<file path="src/wpf_ram.sv">
// ============================================================================
// wpf_ram
// Generic single-write, single-read RAM with a registered read port.
// ============================================================================
module wpf_ram #(
  parameter int WIDTH = 64,
  parameter int DEPTH = 64,
  localparam int AW = (DEPTH > 1) ? $clog2(DEPTH) : 1
) (
  input  logic             clk,
  input  logic             we,
  input  logic [AW-1:0]    waddr,
  input  logic [WIDTH-1:0] wdata,
  input  logic [AW-1:0]    raddr,
  output logic [WIDTH-1:0] rdata
);

  logic [WIDTH-1:0] mem [DEPTH];

  always_ff @(posedge clk) begin
    if (we) begin
      mem[waddr] <= wdata;
    end
  end

  always_ff @(posedge clk) begin
    rdata <= mem[raddr];
  end

endmodule

</file>
<file path="config.mk">
export PLATFORM = sky130hd
export DESIGN_NAME = wpf_ram
export DESIGN_NICKNAME = d
export VERILOG_FILES = /design/src/wpf_ram.sv
export SDC_FILE = /design/constraint.sdc
export NUM_CORES = 2
export LEC_CHECK = 0
export BUFFER_PORTS_ARGS = -buffer_cell sky130_fd_sc_hd__buf_2
export CELL_PAD_IN_SITES_DETAIL_PLACEMENT = 1
export CELL_PAD_IN_SITES_GLOBAL_PLACEMENT = 2
export CORE_MARGIN = 3
export CORE_UTILIZATION = 46
export DETAILED_ROUTE_END_ITERATION = 8
export GPL_TIMING_DRIVEN = 0
export PLACE_DENSITY_LB_ADDON = 0.1
export SLEW_MARGIN = 40
export SYNTH_ARGS = -nofsm -noshare
export SYNTH_HDL_FRONTEND = slang
export SYNTH_SLANG_ARGS = --single-unit
</file>
<file path="constraint.sdc">
create_clock -name clk -period 5.5 [get_ports clk]
set_input_delay 0.55 -clock clk [delete_from_list [all_inputs] [get_ports clk]]
set_output_delay 0.55 -clock clk [all_outputs]
set_load 0.02 [all_outputs]
</file>
==> summary.txt <==
Run status
  – Status: finished, final reports clean

Die
  – Total die area: roughly 350000 um^2
  – Die X: around 600 um
  – Core region area: about 340000 um^2
  – Starting Density: between 40 and 50%
  – Rows: approximately 210
  – Ports: between 100 and 150
  – Die H: between 500 and 600 um

Route
  – Routed length per instance: roughly 38 um
  – Detail Route Antenna Nets: 0
  – # DRC: 0
  – Total number of vias: just under 80000
  – Initial DRC Count: around 10000
  – Drt first pass iters: 5
  – WL final: about 470000 um
  – Vias per cell: just over 6

GRT
  – Initial antenna violation count: 47
  – First-pass GRT wire length: between 600000 and 700000 um
  – Remaining Overflow, GRT: 0
  – Largest net degree at the start of global routing: 65
  – Total Routing Usage GR: a little over a quarter
  – Number of global-route vias before repair: just under 80000

Logic synthesis
  – Share of the synthesized area in the top cell type: roughly 79%
  – Number of synthesized register bits: ~4200
  – Post-Syn Area: between 150000 and 200000 um^2
  – Register area share after synthesis: approximately 79%
  – Synth top area cells: edfxtp_1 79%, mux4_2 15%, mux2i_1 0.86%
  – Post-synthesis compound-gate area fraction: roughly 2.5%
  – Mux contribution to synthesized area: between 10% and 20%
  – Synth cell count leaders: 4096 x edfxtp_1, 1024 x mux4_2, 170 x buf_2, 168 x a22oi_1, 140 x clkbuf_1
  – Syn nets: roughly 6700
  – Synth unique cells: 33
  – Ys flop type: edfxtp_1
  – Ys async rst share: 0%
  – Post-Synth Simple-Gate Area: 1.24%
  – Syn avg cell area: between 20 and 25 um^2
  – Post-synth top area cell: edfxtp_1
  – Number of synthesized flops with an enable pin: approximately 4100
  – Yosys warns: 0
  – Post-Syn Instances: approximately 6600
  – Most frequent cell after synthesis: edfxtp_1
  – Combinational family with the most area after synthesis: multiplexers
  – Post-Synth XOR/XNOR Area: 0%
  – Adder-cell share of the synthesized area: 0%

Worst setup path
  – CP Class: input port to flop
  – Arr. time, crit path: 4410 ps
  – Crit Path Max Fanout: 10
  – Required time of the critical path: 6260 ps
  – CP Launch Type: input port
  – Setup crit end kind: flop

Cells and area
  – Area occupied by multi-input gates: roughly 31000 um^2
  – Fillers: ~28000
  – Fraction of layout cells with a size suffix above 1: 32.1%
  – Layout area overhead: 18.6%
  – Nets@finish: approximately 7600
  – Final Core Density: between 50% and 60%
  – FF+latch area: around 120000 um^2
  – Fin area: 185000 um^2

Power
  – Pwr/cell area: around 370 nW/um^2
  – Max VDD drop: 0.331 mV
  – Pwr Total: between 0.06 and 0.07 W
  – Leak: about 60 nW

Timing
  – Slew @ Worst Pin: approximately 910 ps
  – Final Critical Period: approximately 3700 ps
  – Max Freq: 274 MHz
  – Final Hold Vio Count: 0
  – Post-route setup slack: 1850 ps
  – Slew Limit Headroom: between 30% and 40%
  – Fin. max-slew vios: 0
  – RSZ-0062 raised after global routing: no
  – Final Setup Violations: 0
  – Period utilisation layout: 66.4%
  – Setup tns final: 0 ps
  – Final worst clock skew: ~50 ps

Job
  – Max-cap viol count: 0

Clocking
  – Root buf cell: clkbuf_16
  – Worst-Skew Late Latency: ~970 ps
  – # clock sinks: 4160
  – H-tree Lvls: 5
  – CTS tree: done
  – Deepest clock path buffer count: 4
  – Total CTS buffers: around 430
  – Setup Buffers After CTS: 0
  – Clk slew on worst S/H paths: 60 ps

Hold path
  – Hold crit path type: input port to flop

Place
  – Input/output buffers: roughly 130
  – Detailed Place HPWL: between 300000 and 400000 um
  – Routability-driven placement congestion ratio: 0.783
  – Pre-CTS setup slack: around 820 ps
  – Cell Area, Placed: ~170000 um^2
==> per-stage QoR <==
stage	hold WS, ps	cells
floorplan	649	6598
global placement	881	11200
detailed placement	898	11600
CTS	3.91	12400
global route	37.0	12400
finish	43.0	12400
==> final timing paths <==
check                              from                    end  slack, ps  cells past startpoint
setup / recovery               raddr[2]       rdata[6]$_DFF_P_       1850                      9
hold reg to reg   mem[62][50]$_DFFE_PP_      rdata[50]$_DFF_P_        900                      4
hold / removal                wdata[59]  mem[25][59]$_DFFE_PP_         40                      1
setup reg to reg  mem[53][47]$_DFFE_PP_      rdata[47]$_DFF_P_       2830                      5
==> timing repair <==
| action | in CTS | in global routing |
|---|---|---|
| resized for setup | 0 | 0 |
| setup endpoints to repair | 0 | 0 |
| hold buffers | 2 | 3 |
| hold endpoints to repair | 31 | 51 |
==> cells in the final DEF (no fill, tap or decap), drive strengths merged, types with 2 or more instances in the layout <==
master | synthesis | layout
edfxtp | 4096 | 4096
mux4 | 1024 | 1024
buf | 230 | 745
clkbuf | 140 | 722
a22oi | 168 | 168
clkinv | 0 | 149
mux2i | 135 | 135
nor2 | 112 | 112
a22o | 88 | 88
o22ai | 83 | 83
and3 | 64 | 64
dfxtp | 64 | 64
a211oi | 63 | 63
nand2 | 58 | 58
nand3 | 45 | 45
o221ai | 38 | 38
bufinv | 0 | 37
inv | 19 | 32
or3 | 29 | 29
or2 | 28 | 28
nor2b | 28 | 28
a41oi | 26 | 26
a2bb2oi | 19 | 19
a31oi | 18 | 18
diode | 0 | 16
clkinvlp | 0 | 12
nand2b | 11 | 11
dlygate4sd3 | 0 | 5
and2 | 3 | 3
nor3 | 2 | 2
nand3b | 2 | 2
nand4 | 2 | 2
==> per-layer routing <==
| layer | track usage (%) | vias up | routed length, um |
|---|---|---|---|
| met3 | 4.13 | 612 | 35100 |
| met4 | 7.50 | 20 | 14000 |
| met2 | 42.5 | 3282 | 223000 |
| met5 | 0 | - | 138 |
| li1 | - | 30500 | - |
| met1 | 39.1 | 42800 | 196000 |
==> kinds of logic after synthesis <==
group | count (synthesis)
flops | 4160
mux | 1159
compound gates | 504
buf+inv | 389
simple gates | 386
==> cell type report <==
type                       count  share of cell area, %
clock buffer                 579                   6.35
inverter                      19                 0.0385
multi-input combinational   2049                   16.7
sequential                  4160                   67.0
antenna                       16                 0.0216
buffer                       370                  0.998
timing repair buffer         523                   4.65
clock inverter               211                   1.10
tap                         4515                   3.05
==> sequential cells by signal, summed over array words and instances (netlist names) <==
name   cells
mem     4096
rdata     64
==> where the power goes <==
group | internal (W) | switching [W]
Combinational | 0.00121 | 0.00249
Clock | 0.0167 | 0.0121
Sequential | 0.0351 | 0.0000674
Total | 0.0530 | 0.0147
==> worst max-delay path: stages <==
cell      delay, ps
buf_2           180
buf_4           350
buf_2           510
buf_2           660
buf_4           370
mux2i_1         130
o22ai_1         690
a31oi_1         360
a211oi_2        550
No activity file was read; power rests on OpenSTA's default activity.
